**src/hw/rtl/pia_pkg.sv**
```systemverilog
package pia_pkg;

    // Field widths of the request and result items.
    localparam int CMD_W   = 3;
    localparam int POS_W   = 7;
    localparam int VALUE_W = 32;
    localparam int STAT_W  = 2;
    localparam int COUNT_W = 7;

    // Stream word widths, padded to whole bytes.
    localparam int IN_FIELDS_W  = CMD_W + POS_W + VALUE_W;
    localparam int IN_TDATA_W   = ((IN_FIELDS_W + 7) / 8) * 8;
    localparam int OUT_FIELDS_W = VALUE_W + STAT_W + COUNT_W;
    localparam int OUT_TDATA_W  = ((OUT_FIELDS_W + 7) / 8) * 8;

    // Command codes carried in a request.
    typedef enum logic [CMD_W-1:0] {
        CMD_PUSH_BACK  = 3'd0,
        CMD_PUSH_FRONT = 3'd1,
        CMD_INSERT     = 3'd2,
        CMD_POP_BACK   = 3'd3,
        CMD_POP_FRONT  = 3'd4,
        CMD_READ       = 3'd5
    } cmd_t;

    // Status codes returned with every result.
    typedef enum logic [STAT_W-1:0] {
        ST_OK        = 2'd0,
        ST_BAD_INDEX = 2'd1,
        ST_EMPTY     = 2'd2,
        ST_FULL      = 2'd3
    } status_t;

    // Operations the cell chain performs.
    typedef enum logic [1:0] {
        OP_NONE       = 2'd0,
        OP_INSERT     = 2'd1,
        OP_SHIFT_LEFT = 2'd2
    } dp_op_t;

endpackage

```
**src/hw/rtl/pia_ctrl.sv**
```systemverilog
module pia_ctrl #(
    parameter int CAPACITY      = 64,
    parameter int ELEMENT_WIDTH = 32,
    parameter int AW            = $clog2(CAPACITY)
) (
    input  logic                          clk,
    input  logic                          rst_n,
    // Request side
    input  logic                          in_valid,
    output logic                          in_ready,
    input  logic [pia_pkg::CMD_W-1:0]     in_cmd,
    input  logic [pia_pkg::POS_W-1:0]     in_pos,
    input  logic [pia_pkg::VALUE_W-1:0]   in_value,
    // Result side
    output logic                          out_valid,
    input  logic                          out_ready,
    output logic [pia_pkg::VALUE_W-1:0]   out_value,
    output logic [pia_pkg::STAT_W-1:0]    out_status,
    output logic [pia_pkg::COUNT_W-1:0]   out_count,
    // Cell chain commands
    output pia_pkg::dp_op_t               dp_op,
    output logic [AW-1:0]                 dp_slot,
    output logic [ELEMENT_WIDTH-1:0]      dp_word,
    output logic [AW-1:0]                 dp_rd_idx,
    input  logic [ELEMENT_WIDTH-1:0]      dp_rd_data
);

    localparam int CW = $clog2(CAPACITY + 1);
    localparam int PW = (CW > pia_pkg::POS_W) ? CW : pia_pkg::POS_W;
    localparam int OW = (PW > pia_pkg::COUNT_W) ? PW : pia_pkg::COUNT_W;
    localparam int RW = (ELEMENT_WIDTH > pia_pkg::VALUE_W) ? ELEMENT_WIDTH
                                                           : pia_pkg::VALUE_W;

    typedef enum logic {
        S_IDLE,
        S_EXEC
    } state_t;

    state_t                          state_reg, state_next;
    logic                            in_ready_reg, in_ready_next;
    logic [pia_pkg::CMD_W-1:0]       cmd_reg, cmd_next;
    logic [pia_pkg::POS_W-1:0]       pos_reg, pos_next;
    logic [ELEMENT_WIDTH-1:0]        word_reg, word_next;
    logic [CW-1:0]                   count_reg, count_next;
    logic                            out_valid_reg, out_valid_next;
    logic [pia_pkg::VALUE_W-1:0]     out_value_reg, out_value_next;
    logic [pia_pkg::STAT_W-1:0]      out_status_reg, out_status_next;
    logic [pia_pkg::COUNT_W-1:0]     out_count_reg, out_count_next;

    logic                            go;
    logic                            pos_ok;
    logic                            full;
    logic                            empty;
    logic [PW-1:0]                   pos_ext;
    logic [PW-1:0]                   cnt_ext;
    logic [pia_pkg::POS_W-1:0]       pos_m1;
    logic [RW-1:0]                   in_value_ext;
    logic [RW-1:0]                   rd_data_ext;
    logic [OW-1:0]                   count_ext;
    pia_pkg::dp_op_t                 op;
    pia_pkg::status_t                st;
    logic                            take;

    // Width adaptation between the port fields and the element width.
    assign in_value_ext = RW'(in_value);
    assign rd_data_ext  = RW'(dp_rd_data);

    // Index checks on the held request.
    assign pos_ext = PW'(pos_reg);
    assign cnt_ext = PW'(count_reg);
    assign pos_m1  = pos_reg - 1'b1;
    assign pos_ok  = (pos_reg != '0) && (pos_ext <= cnt_ext);
    assign full    = (count_reg == CW'(CAPACITY));
    assign empty   = (count_reg == '0);

    // The held request executes once the result register can take its result.
    assign go = (state_reg == S_EXEC) && (!out_valid_reg || out_ready);

    // Decode the held request into a chain operation, a status and a new count.
    always_comb
    begin
        op         = pia_pkg::OP_NONE;
        st         = pia_pkg::ST_OK;
        take       = 1'b0;
        dp_slot    = '0;
        dp_rd_idx  = '0;
        count_next = count_reg;
        case (pia_pkg::cmd_t'(cmd_reg))
            pia_pkg::CMD_PUSH_BACK:
            begin
                if (full) begin
                    st = pia_pkg::ST_FULL;
                end else begin
                    op         = pia_pkg::OP_INSERT;
                    dp_slot    = AW'(count_reg);
                    count_next = count_reg + 1'b1;
                end
            end
            pia_pkg::CMD_PUSH_FRONT:
            begin
                if (full) begin
                    st = pia_pkg::ST_FULL;
                end else begin
                    op         = pia_pkg::OP_INSERT;
                    count_next = count_reg + 1'b1;
                end
            end
            pia_pkg::CMD_INSERT:
            begin
                if (!pos_ok) begin
                    st = pia_pkg::ST_BAD_INDEX;
                end else if (full) begin
                    st = pia_pkg::ST_FULL;
                end else begin
                    op         = pia_pkg::OP_INSERT;
                    dp_slot    = AW'(pos_m1);
                    count_next = count_reg + 1'b1;
                end
            end
            pia_pkg::CMD_POP_BACK:
            begin
                if (empty) begin
                    st = pia_pkg::ST_EMPTY;
                end else begin
                    take       = 1'b1;
                    dp_rd_idx  = AW'(count_reg - 1'b1);
                    count_next = count_reg - 1'b1;
                end
            end
            pia_pkg::CMD_POP_FRONT:
            begin
                if (empty) begin
                    st = pia_pkg::ST_EMPTY;
                end else begin
                    op         = pia_pkg::OP_SHIFT_LEFT;
                    take       = 1'b1;
                    count_next = count_reg - 1'b1;
                end
            end
            pia_pkg::CMD_READ:
            begin
                if (!pos_ok) begin
                    st = pia_pkg::ST_BAD_INDEX;
                end else begin
                    take      = 1'b1;
                    dp_rd_idx = AW'(pos_m1);
                end
            end
            default:
            begin
                st = pia_pkg::ST_BAD_INDEX;
            end
        endcase
    end

    assign dp_op     = go ? op : pia_pkg::OP_NONE;
    assign dp_word   = word_reg;
    assign count_ext = OW'(count_next);

    // Next-state logic for the sequencer and the result register.
    always_comb
    begin
        state_next      = state_reg;
        in_ready_next   = in_ready_reg;
        cmd_next        = cmd_reg;
        pos_next        = pos_reg;
        word_next       = word_reg;
        out_valid_next  = out_valid_reg;
        out_value_next  = out_value_reg;
        out_status_next = out_status_reg;
        out_count_next  = out_count_reg;

        if (out_valid_reg && out_ready) begin
            out_valid_next = 1'b0;
        end

        case (state_reg)
            S_IDLE:
            begin
                if (in_valid && in_ready_reg) begin
                    cmd_next      = in_cmd;
                    pos_next      = in_pos;
                    word_next     = in_value_ext[ELEMENT_WIDTH-1:0];
                    in_ready_next = 1'b0;
                    state_next    = S_EXEC;
                end
            end
            S_EXEC:
            begin
                if (go) begin
                    out_valid_next  = 1'b1;
                    out_value_next  = take ? rd_data_ext[pia_pkg::VALUE_W-1:0] : '0;
                    out_status_next = st;
                    out_count_next  = count_ext[pia_pkg::COUNT_W-1:0];
                    in_ready_next   = 1'b1;
                    state_next      = S_IDLE;
                end
            end
            default:
            begin
                state_next    = S_IDLE;
                in_ready_next = 1'b1;
            end
        endcase
    end

    // State, count and registered outputs.
    always_ff @(posedge clk or negedge rst_n)
    begin
        if (!rst_n) begin
            state_reg      <= S_IDLE;
            in_ready_reg   <= 1'b1;
            count_reg      <= '0;
            out_valid_reg  <= 1'b0;
            out_value_reg  <= '0;
            out_status_reg <= '0;
            out_count_reg  <= '0;
        end else begin
            state_reg      <= state_next;
            in_ready_reg   <= in_ready_next;
            out_valid_reg  <= out_valid_next;
            out_value_reg  <= out_value_next;
            out_status_reg <= out_status_next;
            out_count_reg  <= out_count_next;
            if (go) begin
                count_reg <= count_next;
            end
        end
    end

    // Held request fields.
    always_ff @(posedge clk)
    begin
        cmd_reg  <= cmd_next;
        pos_reg  <= pos_next;
        word_reg <= word_next;
    end

    assign in_ready   = in_ready_reg;
    assign out_valid  = out_valid_reg;
    assign out_value  = out_value_reg;
    assign out_status = out_status_reg;
    assign out_count  = out_count_reg;

endmodule

```
**config.mk**
```make
export PLATFORM = sky130hd
export DESIGN_NAME = pia_ctrl
export DESIGN_NICKNAME = d
export VERILOG_FILES = /design/src/hw/rtl/pia_pkg.sv /design/src/hw/rtl/pia_ctrl.sv
export SDC_FILE = /design/constraint.sdc
export NUM_CORES = 1
export LEC_CHECK = 0
export BUFFER_PORTS_ARGS = -buffer_cell sky130_fd_sc_hd__clkbuf_2
export CORE_ASPECT_RATIO = 1.1
export CORE_MARGIN = 2
export CORE_UTILIZATION = 30
export CTS_BUF_LIST = sky130_fd_sc_hd__clkbuf_8 sky130_fd_sc_hd__clkbuf_16
export DETAILED_ROUTE_END_ITERATION = 8
export PLACE_DENSITY_LB_ADDON = 0.05
export RECOVER_POWER = 100
export SLEW_MARGIN = 10
export SYNTH_ARGS = -nofsm -noshare
export SYNTH_HDL_FRONTEND = slang
export SYNTH_SLANG_ARGS = --single-unit
```
**constraint.sdc**
```tcl
create_clock -name clk -period 3.03 [get_ports clk]
set_input_delay 0.4545 -clock clk [delete_from_list [all_inputs] [get_ports clk]]
set_output_delay 0.4545 -clock clk [all_outputs]
set_load 0.005 [all_outputs]
```
Yosys cells after proc, flatten, opt, wreduce, memory -nomap -nowiden
Cells that the tools add are included.
{"block": "classes", "addsub": 3, "magnitude_cmp": 1, "eq_ne": 8, "n_mux": 34, "bitwise": 1, "reduce_logical": 14}
{"op": "$mux 32", "count": 1}
{"op": "$mux 6", "count": 5}
{"op": "$pmux 6 s2", "count": 2}
{"op": "$mux 7", "count": 3}
{"op": "$pmux 7 s3", "count": 1}
{"op": "$mux 2", "count": 6}
{"op": "$mux 1", "count": 11}
{"op": "$pmux 2 s4", "count": 1}
{"op": "$add 7x1->7 const B", "count": 1}
{"op": "$eq 7x7->1 const B", "count": 1}
{"op": "$le 7x7->1", "count": 1}
{"op": "$logic_not 7->1", "count": 1}
{"op": "$reduce_bool 7->1", "count": 1}
{"op": "$sub 7x1->7 const B", "count": 1}
{"op": "$eq 3x2->1 const B", "count": 2}
{"op": "$eq 3x3->1 const B", "count": 2}
{"op": "$pmux 1 s2", "count": 3}
{"op": "$pmux 2 s3", "count": 1}
{"op": "$reduce_and 2->1", "count": 3}
{"op": "$sub 6x1->6 const B", "count": 1}
{"op": "$logic_and 1x1->1", "count": 4}
{"op": "$reduce_or 2->1", "count": 2}
{"op": "$eq 3x1->1 const B", "count": 1}
{"op": "$logic_not 3->1", "count": 1}
{"op": "other kinds (5)", "count": 5}
{"block": "word_totals", "register_bits": 93, "input_bits": 78, "wordCells": 71}

Logic depth before layout (Yosys ltp)
Gate-level depths: netlist (run 1).
{"block": "logic_depth", "word_depth": 5, "ltp_mapped": 12, "depth_no_buf": 10}

Worst setup path after synthesis (run 1)
Ideal clock, no wire load.
{"block": "synth_timing", "path_kind": "register to register", "startpoint": "register (tool-made name)", "endpoint": "register out_value_reg, in the netlist out_value[1]", "arrival_ns": 2.655, "path_slack_ns": 0.295, "path_stages_with_launch": 13, "period_less_slack_ns": 2.735, "path_cell_list": "dfrtp_1 > clkbuf_1 > inv_1 > ha_1 > a21oi_1 > o21ai_2 > o21ba_2 > or4b_1 > buf_2 > and3_1 > buf_6 > buf_8 > nor3_4"}
{"item": "end signal: assignment", "line": "pia_ctrl.sv:222", "rtl": "out_value_reg <= out_value_next;"}
{"item": "end: declaration", "line": "pia_ctrl.sv:46", "rtl": "logic [pia_pkg::VALUE_W-1:0] out_value_reg, out_value_next;"}

==> summary.md, run 1 <==
| Metric | Value |
|---|---|
| Die H | `128 um` |
| Filler cell count in the final layout | `1,430` |
| Worst slew pin tran | `1.56 ns` |
| Setup-failing EPs final | `0` |
| Crit. End Element | `primary output` |
| Number of synthesized flops with an enable pin | `42` |
| Share of cells above drive strength 1 | `0.276` |
| Warnings, synthesis | `0` |
| Final worst-path cycle share | `0.973` |
| WL final | `11,400 um` |
| Final core utilization | `0.392` |
| Vias in the first global route | `3,557` |
| Worst Setup Start Kind | `register` |
| Synth Instances | `382` |
| Failing checks | `capacitance limit, slew limit` |
| Number of port buffers | `166` |
| Fin. max-slew vios | `27` |
| Starting Density | `0.304` |
| DP HPWL | `8410 um` |
| Synth Register Bits | `86` |
| Root Buffer | `clkbuf_16` |
| Area delta synth->final | `28.9%` |
| LEAKAGE | `0.00227 uW` |
| CP Class | `reg2out` |
| First-pass GRT wire length | `17,700 um` |
| Clk buf depth | `2` |
| Clock latency on the worst-skew pair | `0.34 ns` |
| Initial antenna violation count | `0` |
| Clock sinks | `86` |
| F_max | `339 MHz` |
| Hold crit path type | `in2reg` |
| Setup Skew | `0.00994 ns` |
| Final hold vios | `0` |
| Final Critical Period | `2.95 ns` |
| Die X | `116 um` |
| Nets | `651` |
| Routed Antenna Nets | `0` |
| I/O Pins | `167` |
| Synthesized area per cell | `10.9 um^2` |
| Status | `complete, but fails checks` |
| Wirelength per Cell | `15.2 um` |
| Max-cap violations | `1` |
| Vias per cell | `4.69` |
| Number of CTS-inserted buffers | `9` |
| Die area | `14,800 um^2` |
| Drt pass-1 iters | `4` |
| CP required | `2.58 ns` |
| Net Count, Synth | `473` |
| Largest net degree at the start of global routing | `37` |
| GP Congestion | `0.838` |
| Total core area | `13,700 um^2` |
| Clock-pin transition on the worst setup and hold timing paths | `0.06 ns` |
| Register area share after synthesis | `0.568` |
| GRT Residual Overflow | `0` |
| Max_slew headroom | `-0.0421` |
| Row count | `45` |
| H-tree Lvls | `3` |
| Peak supply drop | `0.000364 V` |
| Primary FF master, synth | `dfrtp_1` |
| Synth Cell Area | `4160 um^2` |
| TritonCTS clock tree | `done` |
| Initial DRC count | `214` |
| Power Density | `955 nW/um^2` |
| Setup TNS Final | `0 ns` |
| Synth cell types | `49` |
| Crit-path max FO | `6` |
| Ant diodes | `0` |
| Post-synth ARST share | `0.512` |
| Tot GR Track Use | `0.155` |
| CP arrival | `2.49 ns` |
| RSZ-0062 raised after global routing | `no` |
| Number of vias in the routed layout | `3,532` |
| # DRC | `0` |
## timing repair
action	4_1_cts	5_1_grt
setup buffers	2	0
endpoints found under the hold margin	0	0
resized for setup	5	7
pin swaps	0	1
hold buffers	0	0
endpoints found under the setup margin	6	13
## routing by layer
metal / vias to the layer above / track usage / wire length [um]
li1: 1717 / - / -
met1: 1633 / 0.202 / 4980
met2: 171 / 0.242 / 5210
met3: 11 / 0.0522 / 1100
met4: 0 / 0.0532 / 135
met5: - / 0 / 0
## layout make-up
type	instances	area, um^2	area share
Multi-Input combinational cell	263	1510	0.281
Sequential cell	86	2370	0.441
Timing Repair Buffer	186	885	0.165
Clock inverter	7	91.3	0.0170
Tap cell	188	235	0.0439
Inverter	14	52.6	0.00980
Clock buffer	9	225	0.0420
## cell usage in the layout, fill, tap and decap left out, types with 2 or more instances in the layout
cell / count
a22o_1: 3
and2_1: 2
nand2b_1: 3
nor4_1: 3
inv_1: 14
ha_1: 12
nand3_1: 10
dfrtp_1: 41
nor2_1: 81
dfrtp_2: 2
clkinvlp_4: 2
buf_4: 11
nor2b_1: 5
and3_1: 6
o31ai_1: 4
buf_1: 2
edfxtp_1: 42
inv_2: 2
nand2_1: 21
a211oi_1: 3
o22ai_1: 11
nor2_2: 2
clkbuf_1: 59
a221oi_1: 2
a21oi_1: 10
o21ai_0: 11
xor2_1: 2
bufinv_16: 2
xnor2_1: 6
clkbuf_16: 9
a31o_2: 2
clkbuf_2: 113
nor3_1: 39
## worst paths after layout
kind | startpoint | to | slack (ns) | cells after the start
max | register | dp_rd_idx[5] | 0.08 | 8
min | in_value[25] | dp_word[25]$_DFFE_PP_ | 0.29 | 1
max reg2reg | register | out_value[24]$_DFFE_PN0P_ | 0.36 | 9
min reg2reg | out_status[1]$_DFFE_PN0P_ | out_status[1]$_DFFE_PN0P_ | 0.50 | 1
max in group asynchronous | rst_n | out_value[2]$_DFFE_PN0P_ | 1.31 | 2
min in group asynchronous | rst_n | asynchronous set/reset pin | 0.49 | 1
## critical path, stage by stage, from the launching register on
cell	delay, ns
dfrtp_2	0.40
inv_1	0.11
ha_1	0.27
a21oi_1	0.19
o21ai_2	0.09
o21ba_4	0.23
or4b_4	0.53
o22ai_1	0.20
clkbuf_2	0.14
## where the power goes
part / switching (uW) / internal, uW / leakage (uW)
logic: 1220 / 831 / 0.00119
clock network: 459 / 719 / 0.000155
registers: 220 / 1670 / 0.000930
total: 1900 / 3220 / 0.00227
## synth_stat cells (2+ instances only)
cell type,instances,share of area
dfrtp_1,43,0.26
nand2b_1,3,0.0045
o22ai_1,12,0.018
nor2b_1,5,0.0075
a211oi_1,3,0.0054
and3_1,7,0.011
a21oi_1,10,0.012
buf_2,2,0.0024
o21ai_0,11,0.013
nor3_4,3,0.012
nor3_1,10,0.012
a221oi_1,2,0.0042
nand2_1,22,0.020
xnor2_1,6,0.013
nor3_2,27,0.065
nor2_1,83,0.075
a22o_1,3,0.0063
edfxtp_1,42,0.30
xor2_1,2,0.0042
inv_1,14,0.013
ha_1,13,0.039
buf_8,3,0.011
nor4_1,3,0.0045
o31ai_1,4,0.0072
nand3_1,10,0.012
and2_1,3,0.0045
clkbuf_1,13,0.012
a31o_2,2,0.0042
## logic make-up (layout without fill, tap and decap cells)
logic type / Yosys count / in the layout / synth area share
and+or+nand+nor: 181 / 181 / 0.236
DFF: 86 / 86 / 0.568
AOI/OAI and AO/OA: 60 / 60 / 0.0972
buffers and inverters: 33 / 216 / 0.0403
adders and majority gates: 13 / 13 / 0.0391
xor gates and xnor gates: 8 / 8 / 0.0168
muxes: 1 / 1 / 0.00241
## metrics by stage
step                area, um^2  power (uW)  worst slack [ns]  hold slack [ns]  cells
finish                    5360        5120            0.0824            0.287    753
global route              5360        5560           0.00863            0.269    753
CTS                       5600        5460           0.00765            0.197    753
detailed placement        5260        4230             0.163            0.491    735
global placement          5260        4210             0.268            0.484    735
floorplan                 4160        3340             0.295            0.159    382
No activity file was read; power rests on OpenSTA's default activity.
==> run 2, diff against run 1 <==
--- a/config.mk
+++ b/config.mk
@@ -6,12 +6,11 @@
 export NUM_CORES = 1
 export LEC_CHECK = 0
 export BUFFER_PORTS_ARGS = -buffer_cell sky130_fd_sc_hd__clkbuf_2
-export CORE_ASPECT_RATIO = 1.1
 export CORE_MARGIN = 2
 export CORE_UTILIZATION = 30
 export CTS_BUF_LIST = sky130_fd_sc_hd__clkbuf_8 sky130_fd_sc_hd__clkbuf_16
 export DETAILED_ROUTE_END_ITERATION = 8
-export PLACE_DENSITY_LB_ADDON = 0.05
+export PLACE_DENSITY = 0.63
 export RECOVER_POWER = 100
 export SLEW_MARGIN = 10
 export SYNTH_ARGS = -nofsm -noshare
==> constraint.sdc (replaced) <==
create_clock -name clk -period 3.03 [get_ports clk]
set_input_delay 0.4545 -clock clk [delete_from_list [all_inputs] [get_ports clk]]
set_output_delay 0.4545 -clock clk [all_outputs]
set_load 0.01 [all_outputs]
==> summary.md, run 2 (synthesized netlist as in run 1, its figures left out) <==
| Metric | Value |
|---|---|
| Worst Setup Start Kind | `register` |
| Nets | `656` |
| Design Power | `5240 uW` |
| Routed Antenna Nets | `0` |
| CP Class | `reg2out` |
| Number of port buffers | `166` |
| Critical-path cell list | `inv_2 > ha_4 > a21oi_2 > a21oi_1 > o21ba_4 > or4b_4 > o22ai_2 > buf_2` |
| Peak supply drop | `0.000416 V` |
| Sw frac | `0.397` |
| Total core area | `13,700 um^2` |
| Die H | `122 um` |
| Setup Skew | `0.0112 ns` |
| Power Density | `975 nW/um^2` |
| Wirelength per Cell | `15.2 um` |
| Root Buffer | `clkbuf_16` |
| Worst R2R Setup Slack | `0.30 ns` |
| Failing checks | `capacitance limit, slew limit` |
| Max-cap violations | `2` |
| Placed cells | `725` |
| Worst hold-check slack | `0.285 ns` |
| Die X | `122 um` |
| Tot GR Track Use | `0.155` |
| Crit. End Element | `primary output` |
| Worst slew pin tran | `1.83 ns` |
| Final Critical Period | `2.96 ns` |
| Initial antenna violation count | `0` |
| Hold_buf cts | `0` |
| I/O Pins | `167` |
| TritonCTS clock tree | `done` |
| Area delta synth->final | `29.1%` |
| DP HPWL | `8510 um` |
| DP Area | `5240 um^2` |
| Slowest cell on the critical path | `or4b_4` |
| Starting Density | `0.303` |
| Largest net degree at the start of global routing | `45` |
| CP required | `2.58 ns` |
| Final worst-path cycle share | `0.978` |
| Commonest non-fill, non-tap cell in the layout | `clkbuf_1` |
| Hold crit path type | `in2reg` |
| Row count | `43` |
| LEAKAGE | `0.00221 uW` |
| Commonest non-fill, non-tap cells in the layout | `clkbuf_1 (87), clkbuf_2 (83), nor2_1 (82)` |
| Final Cell Area | `5370 um^2` |
| Crit-path max FO | `6` |
| Ant diodes | `0` |
| Clock sinks | `86` |
| Pint | `3160 uW` |
| Clock Power Share | `0.206` |
| H-tree Lvls | `3` |
| Initial DRC count | `195` |
| GP Congestion | `0.858` |
| F_max | `338 MHz` |
| Net Sw Power | `2080 uW` |
| FF-to-FF path depth | `9` |
| Number of CTS-inserted buffers | `9` |
| Comb power frac | `0.433` |
| Sequential Power Share | `0.362` |
| Max_slew headroom | `-0.220` |
| Final Non-Filler Cells | `750` |
| Vias in the first global route | `3,546` |
| Setup-failing EPs final | `0` |
| Clock-pin transition on the worst setup and hold timing paths | `0.07 ns` |
| Vias per cell | `4.83` |
| Fin. max-slew vios | `79` |
| Hold path cells | `1` |
| Number of vias in the routed layout | `3,626` |
| GRT Residual Overflow | `0` |
| Share of cells above drive strength 1 | `0.249` |
| First-pass GRT wire length | `17,600 um` |
| CP peak stage delay | `0.57 ns` |
| WL final | `11,400 um` |
| Final hold vios | `0` |
| Final setup margin | `0.0677 ns` |
| Die area | `14,800 um^2` |
| # DRC | `0` |
| Clk buf depth | `2` |
| Dpl ws | `0.139 ns` |
| Clock latency on the worst-skew pair | `0.34 ns` |
| Status | `complete, but fails checks` |
| Drt pass-1 iters | `4` |
| CP arrival | `2.51 ns` |
-- run 2: cell types whose count changed in the layout (fill, tap and decap cells not counted), moves of 3 or more --
| cell | before | now |
|---|---|---|
| a21oi_1 | 10 | 7 |
| clkbuf_1 | 59 | 87 |
| inv_2 | 2 | 6 |
| inv_1 | 14 | 10 |
| nor3_1 | 39 | 36 |
| a21oi_2 | 0 | 3 |
| nor3_2 | 1 | 4 |
| buf_4 | 11 | 19 |
| clkbuf_2 | 113 | 83 |
-- run 2: critical path, delay by kind of cell, from the launching register on --
kind	cells	cell delay, ns
AO/OA/AOI/OAI	4	0.71
flip-flops	1	0.39
buffers and inverters	2	0.26
AND/OR/NAND/NOR	1	0.57
adder cells (fa/ha/maj)	1	0.22
-- run 2: area by class of cell --
class / count / area [um^2]
Clock buffer: 9 / 225
Inverter: 14 / 52.6
Timing Repair Buffer: 191 / 895
Tap cell: 180 / 225
Clock inverter: 7 / 57.6
Fill cell: 1439 / 8350
Multi-Input combinational cell: 263 / 1550
Sequential cell: 86 / 2360
-- run 2: routing by layer --
layer | global-route usage | share of wire | up-vias
met2 | 0.252 | 0.48 | 182
met4 | 0.0639 | 0.018 | 0
met3 | 0.0524 | 0.094 | 16
met1 | 0.188 | 0.41 | 1702
li1 | - | - | 1726
met5 | 0 | 0 | -
-- run 2: final timing paths --
check,endpoint,start
min in group asynchronous,out_value[8]$_DFFE_PN0P_,rst_n
max in group asynchronous,out_valid$_DFF_PN0_,rst_n
worst min-delay path,pos_ext[5]$_DFFE_PP_,in_pos[5]
worst max-delay path,dp_rd_idx[5],register
worst min register to register,out_status[1]$_DFFE_PN0P_,out_status[1]$_DFFE_PN0P_
worst max register to register,out_value[29]$_DFFE_PN0P_,register
-- run 2: repair_timing --
| action | in CTS | in global routing |
|---|---|---|
| setup buffers | 3 | 6 |
| resized for setup | 3 | 15 |
| hold endpoints to repair | 0 | 0 |
| pin swaps | 1 | 3 |
| endpoints found under the setup margin | 10 | 13 |
-- run 2: power by group through the flow --
stage | combinational, uW | sequential [uW] | clock (uW)
after detailed placement | 2440 | 1930 | 0
after CTS | 2490 | 1900 | 1110
after floorplan | 1420 | 2070 | 0
after global placement | 2420 | 1910 | 0
after global routing | 2530 | 1940 | 1170
final | 2270 | 1890 | 1080
-- run 2: stage by stage --
stage	utilization	setup TNS [ns]
finish	0.392	0
detailed placement	0.382	0
CTS	0.405	0
global route	0.392	-0.0499
global placement	0.382	0
floorplan	-	0
